<file path="src/rtl/nfcrx_pkg.sv">
// Package for the NFC frame receiver/checker.
// Constants, status codes and defaults; no dependencies.
package nfcrx_pkg;

    localparam int unsigned MAX_FRAME_DATA_DEF = 32;
    localparam logic [7:0]  EXP_LEN_RST        = 8'd34;
    localparam logic [8:0]  ZERO_BUDGET_PAD    = 9'd8;

    localparam logic [7:0]  BYTE_ZERO = 8'h00;
    localparam logic [7:0]  BYTE_SOF  = 8'hFF;

    typedef logic [2:0] t_status;

    localparam t_status ST_OK        = 3'd0;
    localparam t_status ST_BAD_START = 3'd1;
    localparam t_status ST_LCS_ERR   = 3'd2;
    localparam t_status ST_DCS_ERR   = 3'd3;
    localparam t_status ST_TOO_LONG  = 3'd4;

endpackage

</file>
<file path="src/rtl/nfcrx_ram.sv">
// Generic single-write, single-read RAM with registered read data.
// No dependencies.
module nfcrx_ram #(
    parameter int unsigned WIDTH = 8,
    parameter int unsigned DEPTH = 32,
    localparam int unsigned AW   = (DEPTH > 1) ? $clog2(DEPTH) : 1
) (
    input  logic             i_clk,
    input  logic             i_we,
    input  logic [AW-1:0]    i_waddr,
    input  logic [WIDTH-1:0] i_wdata,
    input  logic [AW-1:0]    i_raddr,
    output logic [WIDTH-1:0] o_rdata
);

    logic [WIDTH-1:0] r_mem [DEPTH];
    logic [WIDTH-1:0] r_rdata;

    always_ff @(posedge i_clk) begin
        if (i_we) begin
            r_mem[i_waddr] <= i_wdata;
        end
        r_rdata <= r_mem[i_raddr];
    end

    assign o_rdata = r_rdata;

endmodule

</file>
<file path="src/rtl/nfc_frame_receiver_checker_core.sv">
// Top level of the NFC normal information frame receiver/checker.
// Depends on nfcrx_pkg and nfcrx_ram.
//
// Received bytes are taken one per cycle while hunting for the start code and
// collecting LEN, LCS, data and DCS; each input beat is taken only when the
// output register is free (or being emptied in the same cycle). Data bytes go
// into a MAX_FRAME_DATA-deep RAM. After a good DCS the frame is drained from
// the RAM read port, each beat a RAM read and then an output register load;
// no new read starts until the previous byte is loaded. Input is held off for
// the whole drain. Errors and the empty frame give a single beat.
// The RAM needs no clearing: only entries written in the current frame are read.
module nfc_frame_receiver_checker_core #(
    parameter int unsigned MAX_FRAME_DATA = nfcrx_pkg::MAX_FRAME_DATA_DEF
) (
    input  logic        i_clk,
    input  logic        i_rst_n,
    input  logic        i_cfg_wr_en,
    input  logic [7:0]  i_cfg_wr_data,   // expected_length
    input  logic        s_axis_tvalid,
    output logic        s_axis_tready,
    input  logic [7:0]  s_axis_tdata,    // [7:0] rx_byte
    output logic        m_axis_tvalid,
    input  logic        m_axis_tready,
    output logic [15:0] m_axis_tdata,    // [7:0] data_byte, [15:8] frame_length
    output logic [3:0]  m_axis_tuser,    // [0] data_valid, [3:1] status
    output logic        m_axis_tlast     // is_last
);

    import nfcrx_pkg::*;

    localparam int unsigned AW = (MAX_FRAME_DATA > 1) ? $clog2(MAX_FRAME_DATA) : 1;
    localparam int unsigned CW = $clog2(MAX_FRAME_DATA + 1);
    localparam logic [7:0]  MAX_LEN = 8'(MAX_FRAME_DATA);

    typedef enum logic [5:0] {
        PH_HUNT  = 6'b000001,
        PH_LEN   = 6'b000010,
        PH_LCS   = 6'b000100,
        PH_DATA  = 6'b001000,
        PH_DCS   = 6'b010000,
        PH_DRAIN = 6'b100000
    } t_phase;

    t_phase        r_phase,     n_phase;
    logic [7:0]    r_exp_len;
    logic [8:0]    r_zero_cnt,  n_zero_cnt;
    logic [7:0]    r_len,       n_len;
    logic [CW-1:0] r_data_cnt,  n_data_cnt;
    logic [7:0]    r_sum,       n_sum;
    logic [AW-1:0] r_drain_idx, n_drain_idx;
    logic          r_rd_pend,   n_rd_pend;
    logic          r_pend_last, n_pend_last;

    logic          r_out_valid, n_out_valid;
    logic [7:0]    r_out_data,  n_out_data;
    logic          r_out_dv,    n_out_dv;
    logic          r_out_last,  n_out_last;
    t_status       r_out_st,    n_out_st;
    logic [7:0]    r_out_flen,  n_out_flen;

    logic          in_acc;
    logic          out_acc;
    logic [8:0]    budget;
    logic [8:0]    zc_inc;
    logic          drain_last;
    logic          ram_we;
    logic [7:0]    ram_rdata;

    assign in_acc     = s_axis_tvalid && s_axis_tready;
    assign out_acc    = m_axis_tvalid && m_axis_tready;
    assign budget     = {1'b0, r_exp_len} + ZERO_BUDGET_PAD;
    assign zc_inc     = r_zero_cnt + 9'd1;
    assign drain_last = (8'(r_drain_idx) + 8'd1) == r_len;

    assign s_axis_tready = (r_phase != PH_DRAIN) && !r_rd_pend
                        && (!r_out_valid || m_axis_tready);

    nfcrx_ram #(
        .WIDTH (8),
        .DEPTH (MAX_FRAME_DATA)
    ) u_store (
        .i_clk   (i_clk),
        .i_we    (ram_we),
        .i_waddr (r_data_cnt[AW-1:0]),
        .i_wdata (s_axis_tdata),
        .i_raddr (r_drain_idx),
        .o_rdata (ram_rdata)
    );

    always_comb begin
        n_phase     = r_phase;
        n_zero_cnt  = r_zero_cnt;
        n_len       = r_len;
        n_data_cnt  = r_data_cnt;
        n_sum       = r_sum;
        n_drain_idx = r_drain_idx;
        n_rd_pend   = 1'b0;
        n_pend_last = r_pend_last;
        n_out_valid = r_out_valid && !out_acc;
        n_out_data  = r_out_data;
        n_out_dv    = r_out_dv;
        n_out_last  = r_out_last;
        n_out_st    = r_out_st;
        n_out_flen  = r_out_flen;
        ram_we      = 1'b0;

        if (r_rd_pend) begin
            n_out_valid = 1'b1;
            n_out_data  = ram_rdata;
            n_out_dv    = 1'b1;
            n_out_last  = r_pend_last;
            n_out_st    = ST_OK;
            n_out_flen  = r_len;
        end

        case (r_phase)
            PH_HUNT: begin
                if (in_acc) begin
                    if ((s_axis_tdata == BYTE_ZERO) && (zc_inc < budget)) begin
                        n_zero_cnt = zc_inc;
                    end else if ((s_axis_tdata == BYTE_SOF) && (zc_inc < budget)) begin
                        n_zero_cnt = '0;
                        n_phase    = PH_LEN;
                    end else begin
                        n_out_valid = 1'b1;
                        n_out_data  = '0;
                        n_out_dv    = 1'b0;
                        n_out_last  = 1'b1;
                        n_out_st    = ST_BAD_START;
                        n_out_flen  = '0;
                        n_zero_cnt  = '0;
                    end
                end
            end
            PH_LEN: begin
                if (in_acc) begin
                    n_len   = s_axis_tdata;
                    n_phase = PH_LCS;
                end
            end
            PH_LCS: begin
                if (in_acc) begin
                    n_data_cnt = '0;
                    n_sum      = '0;
                    if ((r_len + s_axis_tdata) != 8'd0 || r_len > MAX_LEN) begin
                        n_out_valid = 1'b1;
                        n_out_data  = '0;
                        n_out_dv    = 1'b0;
                        n_out_last  = 1'b1;
                        n_out_st    = ((r_len + s_axis_tdata) != 8'd0) ? ST_LCS_ERR
                                                                        : ST_TOO_LONG;
                        n_out_flen  = r_len;
                        n_zero_cnt  = '0;
                        n_phase     = PH_HUNT;
                    end else begin
                        n_phase = (r_len == 8'd0) ? PH_DCS : PH_DATA;
                    end
                end
            end
            PH_DATA: begin
                if (in_acc) begin
                    ram_we     = 1'b1;
                    n_sum      = r_sum + s_axis_tdata;
                    n_data_cnt = r_data_cnt + CW'(1);
                    if ((8'(r_data_cnt) + 8'd1) == r_len) begin
                        n_phase = PH_DCS;
                    end
                end
            end
            PH_DCS: begin
                if (in_acc) begin
                    n_zero_cnt  = '0;
                    n_data_cnt  = '0;
                    n_sum       = '0;
                    n_drain_idx = '0;
                    if ((r_sum + s_axis_tdata) != 8'd0) begin
                        n_out_valid = 1'b1;
                        n_out_data  = '0;
                        n_out_dv    = 1'b0;
                        n_out_last  = 1'b1;
                        n_out_st    = ST_DCS_ERR;
                        n_out_flen  = r_len;
                        n_phase     = PH_HUNT;
                    end else if (r_len == 8'd0) begin
                        n_out_valid = 1'b1;
                        n_out_data  = '0;
                        n_out_dv    = 1'b0;
                        n_out_last  = 1'b1;
                        n_out_st    = ST_OK;
                        n_out_flen  = '0;
                        n_phase     = PH_HUNT;
                    end else begin
                        n_phase = PH_DRAIN;
                    end
                end
            end
            PH_DRAIN: begin
                if (!r_rd_pend && (!r_out_valid || out_acc)) begin
                    n_rd_pend   = 1'b1;
                    n_pend_last = drain_last;
                    if (drain_last) begin
                        n_drain_idx = '0;
                        n_phase     = PH_HUNT;
                    end else begin
                        n_drain_idx = r_drain_idx + AW'(1);
                    end
                end
            end
            default: begin
                n_phase = PH_HUNT;
            end
        endcase
    end

    always_ff @(posedge i_clk) begin
        if (!i_rst_n) begin
            r_phase     <= PH_HUNT;
            r_exp_len   <= EXP_LEN_RST;
            r_zero_cnt  <= '0;
            r_len       <= '0;
            r_data_cnt  <= '0;
            r_sum       <= '0;
            r_drain_idx <= '0;
            r_rd_pend   <= 1'b0;
            r_out_valid <= 1'b0;
        end else begin
            r_phase     <= n_phase;
            if (i_cfg_wr_en) begin
                r_exp_len <= i_cfg_wr_data;
            end
            r_zero_cnt  <= n_zero_cnt;
            r_len       <= n_len;
            r_data_cnt  <= n_data_cnt;
            r_sum       <= n_sum;
            r_drain_idx <= n_drain_idx;
            r_rd_pend   <= n_rd_pend;
            r_out_valid <= n_out_valid;
        end
    end

    always_ff @(posedge i_clk) begin
        r_pend_last <= n_pend_last;
        r_out_data  <= n_out_data;
        r_out_dv    <= n_out_dv;
        r_out_last  <= n_out_last;
        r_out_st    <= n_out_st;
        r_out_flen  <= n_out_flen;
    end

    assign m_axis_tvalid = r_out_valid;
    assign m_axis_tdata  = {r_out_flen, r_out_data};
    assign m_axis_tuser  = {r_out_st, r_out_dv};
    assign m_axis_tlast  = r_out_last;

endmodule

</file>
<file path="config.mk">
export PLATFORM = sky130hd
export DESIGN_NAME = nfc_frame_receiver_checker_core
export DESIGN_NICKNAME = d
export VERILOG_FILES = /design/src/rtl/nfcrx_pkg.sv /design/src/rtl/nfcrx_ram.sv /design/src/rtl/nfc_frame_receiver_checker_core.sv
export SDC_FILE = /design/constraint.sdc
export NUM_CORES = 1
export LEC_CHECK = 0
export BUFFER_PORTS_ARGS = -buffer_cell sky130_fd_sc_hd__buf_2
export CAP_MARGIN = 20
export CORE_MARGIN = 5
export CORE_UTILIZATION = 50
export CTS_CLUSTER_DIAMETER = 80
export CTS_CLUSTER_SIZE = 20
export DETAILED_ROUTE_END_ITERATION = 8
export HOLD_SLACK_MARGIN = 0.15
export PLACE_DENSITY = 0.66
export SYNTH_ARGS = -nofsm -noshare
export SYNTH_HDL_FRONTEND = slang
export SYNTH_SLANG_ARGS = --single-unit
</file>
<file path="constraint.sdc">
create_clock -name i_clk -period 4.25 [get_ports i_clk]
set_input_delay 0.85 -clock i_clk [delete_from_list [all_inputs] [get_ports i_clk]]
set_output_delay 0.85 -clock i_clk [all_outputs]
set_load 0.02 [all_outputs]
</file>
Word level (Yosys, flattened, before mapping) --
Memories as Yosys holds them, arrays and structs flattened. A register that Yosys moved wholly into a read port is not among the register bits. Cells that the tools add are included. Widths: inputs -> output; s select.
Storage, ports and cells: output and inout bits 23, memory bits (read-only) 0, bits of input ports 21, logic and storage cells 174, register bits 74, latch bits 0, memory bits (writable) 256, memories kept 1
Operators by class: reductions and logical operators 29, multipliers 0, bitwise operators 0, magnitude comparators 2, shift operators 0, mux-type cells 97, equal/unequal tests 22, div/mod/pow operators 0, add/subtract/negate cells 8
Memories:
- u_store.r_mem | words 32, width 8, read ports 1, clocked after Yosys merged registers in 1, wr ports 1, line nfcrx_ram.sv:16 | logic [WIDTH-1:0] r_mem [DEPTH];
Operator list (number):
- $mux 8 | 20
- $mux 6 | 14
- $pmux 8 s3 | 2
- $mux 9 | 5
- $pmux 6 s6 | 1
- $mux 1 | 32
- $mux 3 | 10
- $pmux 9 s3 | 1
- $mux 5 | 5
- $ne 2x2->1 const B | 11
- $add 8x8->8 | 2
- $logic_not 8->1 | 2
- $pmux 8 s2 | 1
- $reduce_bool 8->1 | 2
- $pmux 6 s2 | 1
- $pmux 5 s2 | 1
- $reduce_and 10->1 | 1
- $add 8x4->9 const B | 1
- $add 9x1->9 const B | 1
- $lt 9x9->1 | 1
- $pmux 1 s3 | 3
- $pmux 3 s3 | 1
- $eq 6x8->1 | 1
- $eq 7x8->1 | 1
- 23 further kinds | 38

Longest topological paths before layout --
depth in word-level cells 8, depth in mapped cells 14

Modules after synthesis --
A second synthesis with hierarchy kept.
Second synthesis, totals: cells, all modules 1025, area, all modules 14950.6 um^2
Modules (own cells, without submodules):
- nfcrx_ram | area an instance 10053.4 um^2, times used 1, cells an instance 417
- nfc_frame_receiver_checker_core | area an instance 4897.2 um^2, times used 1, cells an instance 608

Worst setup path before layout --
OpenSTA, ideal clock, no wires.
path kind input -> register, from in s_axis_tdata[0], to reg r_out_last, in the netlist m_axis_tlast, data arrival time 3133 ps, required time 4130 ps, path buffers 0, library setup time 120 ps, path slack 998 ps, stages on the path 9, path through ha_1 > fa_1 > a21o_1 > a2111oi_2 > a31oi_1 > a2111o_1 > o21ai_2 > a21oi_4 > a211o_1
Between the ends: longest elaborated chain between the ends 6
Ends and longest elaborated chain:
- from (decl) | line nfc_frame_receiver_checker_core.sv:21 | input logic [7:0] s_axis_tdata,
- $add 8x8->8 / $eq 8x8->1 (equally long branches) | line nfc_frame_receiver_checker_core.sv:145, nfc_frame_receiver_checker_core.sv:121
- $reduce_bool 8->1 / $logic_and 1x1->1 (equally long branches) | line nfc_frame_receiver_checker_core.sv:145, nfc_frame_receiver_checker_core.sv:121
- $logic_or 1x1->1 / $mux 1 (equally long branches) | line nfc_frame_receiver_checker_core.sv:145, nfc_frame_receiver_checker_core.sv:121
- $mux 1, on equally long branches | line nfc_frame_receiver_checker_core.sv:145, nfc_frame_receiver_checker_core.sv:119
- $mux 1, on equally long branches | line nfc_frame_receiver_checker_core.sv:142, nfc_frame_receiver_checker_core.sv:118
- $pmux 1 s3 * | line nfc_frame_receiver_checker_core.sv:116 | case (r_phase)
- named net n_out_last | line nfc_frame_receiver_checker_core.sv:57 | logic r_out_last, n_out_last;
- to (signal assigned) | line nfc_frame_receiver_checker_core.sv:245 | r_out_last <= n_out_last;
- to (decl) | line nfc_frame_receiver_checker_core.sv:57
The timed path passes the listed nets; every way through them passes the cells marked *. A chain may end at the register's enable or synchronous reset.

Final worst setup path --
from reg r_zero_cnt[0], to reg r_out_flen[3]
Between the ends: longest elaborated chain between the ends 7
Ends and longest elaborated chain:
- from (decl) | line nfc_frame_receiver_checker_core.sv:46 | logic [8:0] r_zero_cnt, n_zero_cnt;
- from (signal assigned) | line nfc_frame_receiver_checker_core.sv:231 | r_zero_cnt <= n_zero_cnt;
- $add 9x1->9 * | line nfc_frame_receiver_checker_core.sv:72 | assign zc_inc = r_zero_cnt + 9'd1;
- $lt 9x9->1 * | line nfc_frame_receiver_checker_core.sv:119, nfc_frame_receiver_checker_core.sv:121
- $logic_and 1x1->1 | line nfc_frame_receiver_checker_core.sv:121 | end else if ((s_axis_tdata == BYTE_SOF) && (zc_inc < budget)) begin
- $mux 8 | line nfc_frame_receiver_checker_core.sv:121
- $mux 8 * | line nfc_frame_receiver_checker_core.sv:119 | if ((s_axis_tdata == BYTE_ZERO) && (zc_inc < budget)) begin
- $mux 8 * | line nfc_frame_receiver_checker_core.sv:118 | if (in_acc) begin
- $pmux 8 s3 * | line nfc_frame_receiver_checker_core.sv:116
- named net n_out_flen[3] | line nfc_frame_receiver_checker_core.sv:59 | logic [7:0] r_out_flen, n_out_flen;
- to (signal assigned) | line nfc_frame_receiver_checker_core.sv:247 | r_out_flen <= n_out_flen;
- to (decl) | line nfc_frame_receiver_checker_core.sv:59
Marks and branches as above.

==> impl_results.md <==
- Kind of cell with the highest combined delay on the critical path: compound AO/OA/AOI/OAI gates
- Worst-case register-to-register setup slack: slightly below 0.9 ns
- Aggregate global routing overflow: 0
- Vias in the first global route: about 8.6k
- HPWL Detailed: roughly 22000 um
- H-tree levels: 1
- Mean number of vias per cell: between 5 and 6
- Total detailed-routing wirelength: 32650 um
- Tot GR Track Use: between 10% and 20%
- Data arrival time of the critical path: approximately 3.8 ns
- Number of buffers and inverters on the critical path: 1
- Chip Width: around 180 um
- Transition time at the pin with the least slew margin: 0.9895 ns
- Cell-by-cell listing of the critical path: ha_1, nand3_1, inv_1, nand3_1, xnor2_1, ha_1, nand2_1, o21ai_0, a21oi_1, o21ai_0, a21oi_1, a21oi_4, o32ai_2
- Mean instance size in the synthesized netlist: approximately 15 sq um
- Finish-stage setup viols: 0
- DRC: 0
- Number of placed instances, taps included: 1439
- Sequential cell fraction of total power: 62.0%
- Required time of the worst setup path: around 4.6 ns
- Area growth from synthesis to layout: 9.783%
- Number of I/O pins: 44
- Diodes inserted: 0
- Post-CTS resize count: 0
- Count of flip-flops with a built-in enable after synthesis: 257
- Buffer type at the clock tree root: sky130_fd_sc_hd__clkbuf_16
- Result of the run: complete, no violations
- Avg WL per Cell: 22.11 um
- Crit share post-route: 79.43%
- Async set or reset register ratio after synthesis: 0%
- Setup Total Neg Slack: 0 ns
- Kind of start point of the critical path: flip-flop
- Pins Over Slew Limit: 0
- CTS tree: yes
- Hold_ws: around 0.47 ns
- Delay of the slowest cell on the worst path: between 0.6 and 0.7 ns
- Upper clock frequency limit: a little under 300 MHz
- Die Ht: between 150 and 200 um
- Worst setup path category: reg2reg
- Maximum root-to-sink buffer count: 3
- Routability congestion estimate from global placement: 0.8682
- Warnings from Yosys: 0
- Most used DFF post-synth: sky130_fd_sc_hd__edfxtp_1
- Internal portion of total power: 4.551 mW
- Cell variety after synth: 77
- Cts-stage hold buffer count: 0
- Post-route minimum period: ~3.4 ns
- Post-CTS setup repair buffer count: 0
- Min-Delay Path Class: reg2reg
- Crit path max fanout: 19
- Core area: 29480 sq um
- Clock skew: around 0.017 ns
- Final-stage net count: approximately 1.1k
- Static Leakage: ~5.3 nW
- Synthesis-stage register bit count: approximately 340
- Initial Utilization: around half
- Cell row count: 63
- Relative slew slack: ~34%
- Gate count after technology mapping: a little over 1k
- Crit end category: flip-flop
- Global-route wire length before repair: 50630 um
- Number of optimization iterations in the first detailed-route pass: 5
- Summed instance area of the synthesized netlist: roughly 15000 sq um
- Clk sinks: around 340
- Number of buffer cells added on primary ports: 43
- Clock latency on the worst-skew pair: approximately 0.52 ns
- Post-route total power: roughly 5.7 mW
- Portion of total power attributed to combinational logic: between 2 and 3%
- Final Hold Violating Endpoints: 0
- Maximum number of pins on one net before global-route repair: between 60 and 70
- Max cap viols: 0
- Antenna violations before repair: 2
- Fraction of the yosys area taken by sequential cells: between 60% and 70%
- Layout filler cell count: about 2.4k
- Sw Ratio: approximately a fifth
- Proportion of layout cells with a drive suffix above 1: about a fifth
- Net count after synthesis: approximately 1.1k
- Clock input transition at the sequential cells of the worst setup and hold paths: 0.09 ns
- Vias: 8691
- Clock network fraction of design power: 35.2%
- Unrepaired setup endpoints after global routing: no
- Total Die Area: ~33000 sq um
- Cell Count, Final, Fillers Out: roughly 1.5k
- Total power density per cell area: 351.1 nW/um^2
- Number of CTS-inserted buffers: 21
- Iteration-0 DRC Markers: 844
- Number of nets still failing antenna checks after routing: 0
- Library cell contributing the largest single delay on the critical path: sky130_fd_sc_hd__a21oi_4
- Psw: about 1.2 mW
- Worst voltage drop across the vdd grid: approximately 0.34 mV
-- layer usage --
layer / part of all wire [%] / track usage (%) / vias to the layer above
met1: 44 / 27.75 / 4405
met3: 5.0 / 2.432 / 37
met4: 2.2 / 4.653 / 0
li1: - / - / 4030
met2: 49 / 32.91 / 219
met5: 0 / 0 / -
-- final timing paths --
path / end / cells after the start / startpoint
hold reg to reg: r_out_dv$_DFF_P_ / 2 / r_out_dv$_DFF_P_
setup / recovery: r_out_flen[3]$_DFF_P_ / 13 / r_zero_cnt[0]$_SDFFE_PN0P_
setup reg to reg: r_out_flen[3]$_DFF_P_ / 13 / r_zero_cnt[0]$_SDFFE_PN0P_
hold / removal: r_out_dv$_DFF_P_ / 2 / r_out_dv$_DFF_P_
-- Yosys cell counts, types with 3 or more instances --
master / count / share of area (%)
sky130_fd_sc_hd__a2bb2oi_1: 3 / 0.18
sky130_fd_sc_hd__nand2_1: 56 / 1.4
sky130_fd_sc_hd__nand3b_1: 7 / 0.35
sky130_fd_sc_hd__a211oi_1: 6 / 0.30
sky130_fd_sc_hd__nor3_1: 12 / 0.40
sky130_fd_sc_hd__o31ai_1: 4 / 0.20
sky130_fd_sc_hd__o21ai_1: 3 / 0.10
sky130_fd_sc_hd__xnor2_1: 16 / 0.94
sky130_fd_sc_hd__clkbuf_1: 24 / 0.61
sky130_fd_sc_hd__nor4_1: 10 / 0.42
sky130_fd_sc_hd__a22oi_1: 5 / 0.25
sky130_fd_sc_hd__mux2i_1: 22 / 1.5
sky130_fd_sc_hd__nor2_2: 9 / 0.38
sky130_fd_sc_hd__o32ai_2: 3 / 0.33
sky130_fd_sc_hd__or3_1: 6 / 0.25
sky130_fd_sc_hd__o32ai_1: 5 / 0.29
sky130_fd_sc_hd__nor2_1: 96 / 2.4
sky130_fd_sc_hd__nand4_1: 12 / 0.51
sky130_fd_sc_hd__mux4_2: 80 / 12
sky130_fd_sc_hd__nor3b_1: 5 / 0.25
sky130_fd_sc_hd__dfxtp_1: 81 / 11
sky130_fd_sc_hd__o21a_1: 6 / 0.30
sky130_fd_sc_hd__nor2b_1: 8 / 0.34
sky130_fd_sc_hd__buf_2: 11 / 0.37
sky130_fd_sc_hd__and3_1: 6 / 0.25
sky130_fd_sc_hd__edfxtp_1: 257 / 52
sky130_fd_sc_hd__o21ai_0: 35 / 1.2
sky130_fd_sc_hd__buf_1: 8 / 0.20
sky130_fd_sc_hd__a21o_1: 15 / 0.76
sky130_fd_sc_hd__nand3_1: 20 / 0.67
sky130_fd_sc_hd__ha_1: 29 / 2.4
sky130_fd_sc_hd__nand2b_1: 4 / 0.17
sky130_fd_sc_hd__inv_1: 29 / 0.73
sky130_fd_sc_hd__and2_1: 5 / 0.21
sky130_fd_sc_hd__a21oi_1: 35 / 1.2
sky130_fd_sc_hd__mux2_2: 8 / 0.61
sky130_fd_sc_hd__xor2_1: 15 / 0.88
-- through the flow --
| step | util (%) | worst slack, ns | area [sq um] |
|---|---|---|---|
| final | 55.29 | 0.8741 | 16300 |
| after global routing | 55.29 | 0.5691 | 16300 |
| after CTS | 55.29 | 0.8855 | 16300 |
| after floorplan | - | 0.9978 | 14850 |
| after global placement | 53.19 | 0.5179 | 15680 |
| after detailed placement | 53.19 | 0.4693 | 15680 |
-- layout by cell type, fill, tap and decap left out, drive strengths merged, types with 7 or more instances in the layout --
cell type / count
mux2: 8
nor3: 15
dfxtp: 81
xor2: 15
xnor2: 16
o21ai: 39
a21oi: 36
a211oi: 7
inv: 31
nand4: 12
clkbuf: 34
o32ai: 8
nand3: 21
nor2b: 8
nand3b: 7
mux2i: 22
nor4: 10
edfxtp: 257
buf: 87
ha: 29
mux4: 80
nor2: 105
a21o: 15
nand2: 56
-- cells by family (layout without fill, tap and decap cells) --
logic type / count (synthesis) / count (layout) / share of synthesized area, %
muxes: 110 / 110 / 14.22
adders and majority gates: 31 / 31 / 2.713
DFF: 338 / 338 / 62.90
and+or+nand+nor: 273 / 273 / 9.143
xor gates and xnor gates: 31 / 31 / 1.829
buffers and inverters: 77 / 154 / 2.199
AOI/OAI and AO/OA: 150 / 150 / 6.994
-- power groups by stage --
stage | sequential (mW) | combinational, mW | clock (mW)
finish | 3.55 | 0.159 | 2.01
global route | 3.55 | 0.175 | 2.21
CTS | 3.55 | 0.160 | 2.07
detailed placement | 3.63 | 0.160 | 0
global placement | 3.63 | 0.156 | 0
floorplan | 3.63 | 0.0760 | 0
-- area by class of cell --
cell class	instances	area, sq um	share of cell area (%)
clock buffer	34	584.3	3.585
clock inverter	4	35.03	0.2149
inverter	29	108.9	0.6678
multi-input combinational	595	5182	31.79
sequential	338	9344	57.32
tap	390	488.0	2.994
timing repair buffer	87	558.0	3.423
-- flip-flops by register name, indices dropped and copies added, names as in the netlist --
name / cells
r_data_cnt: 6
u_store.r_mem: 256
r_drain_idx: 5
r_out_st: 3
m_axis_tlast: 1
r_len: 8
r_rd_pend: 1
r_pend_last: 1
r_exp_len: 8
r_phase: 6
r_out_data: 8
r_out_flen: 8
m_axis_tvalid: 1
r_zero_cnt: 9
r_sum: 8
r_out_dv: 1
u_store.o_rdata: 8
-- worst min-delay path, cell delays in order (launching register included) --
cell,delay (ns)
sky130_fd_sc_hd__dfxtp_1,0.33
sky130_fd_sc_hd__nor2_1,0.05
sky130_fd_sc_hd__nor2_2,0.06
Note: power is estimated with default switching activity, not from simulation.
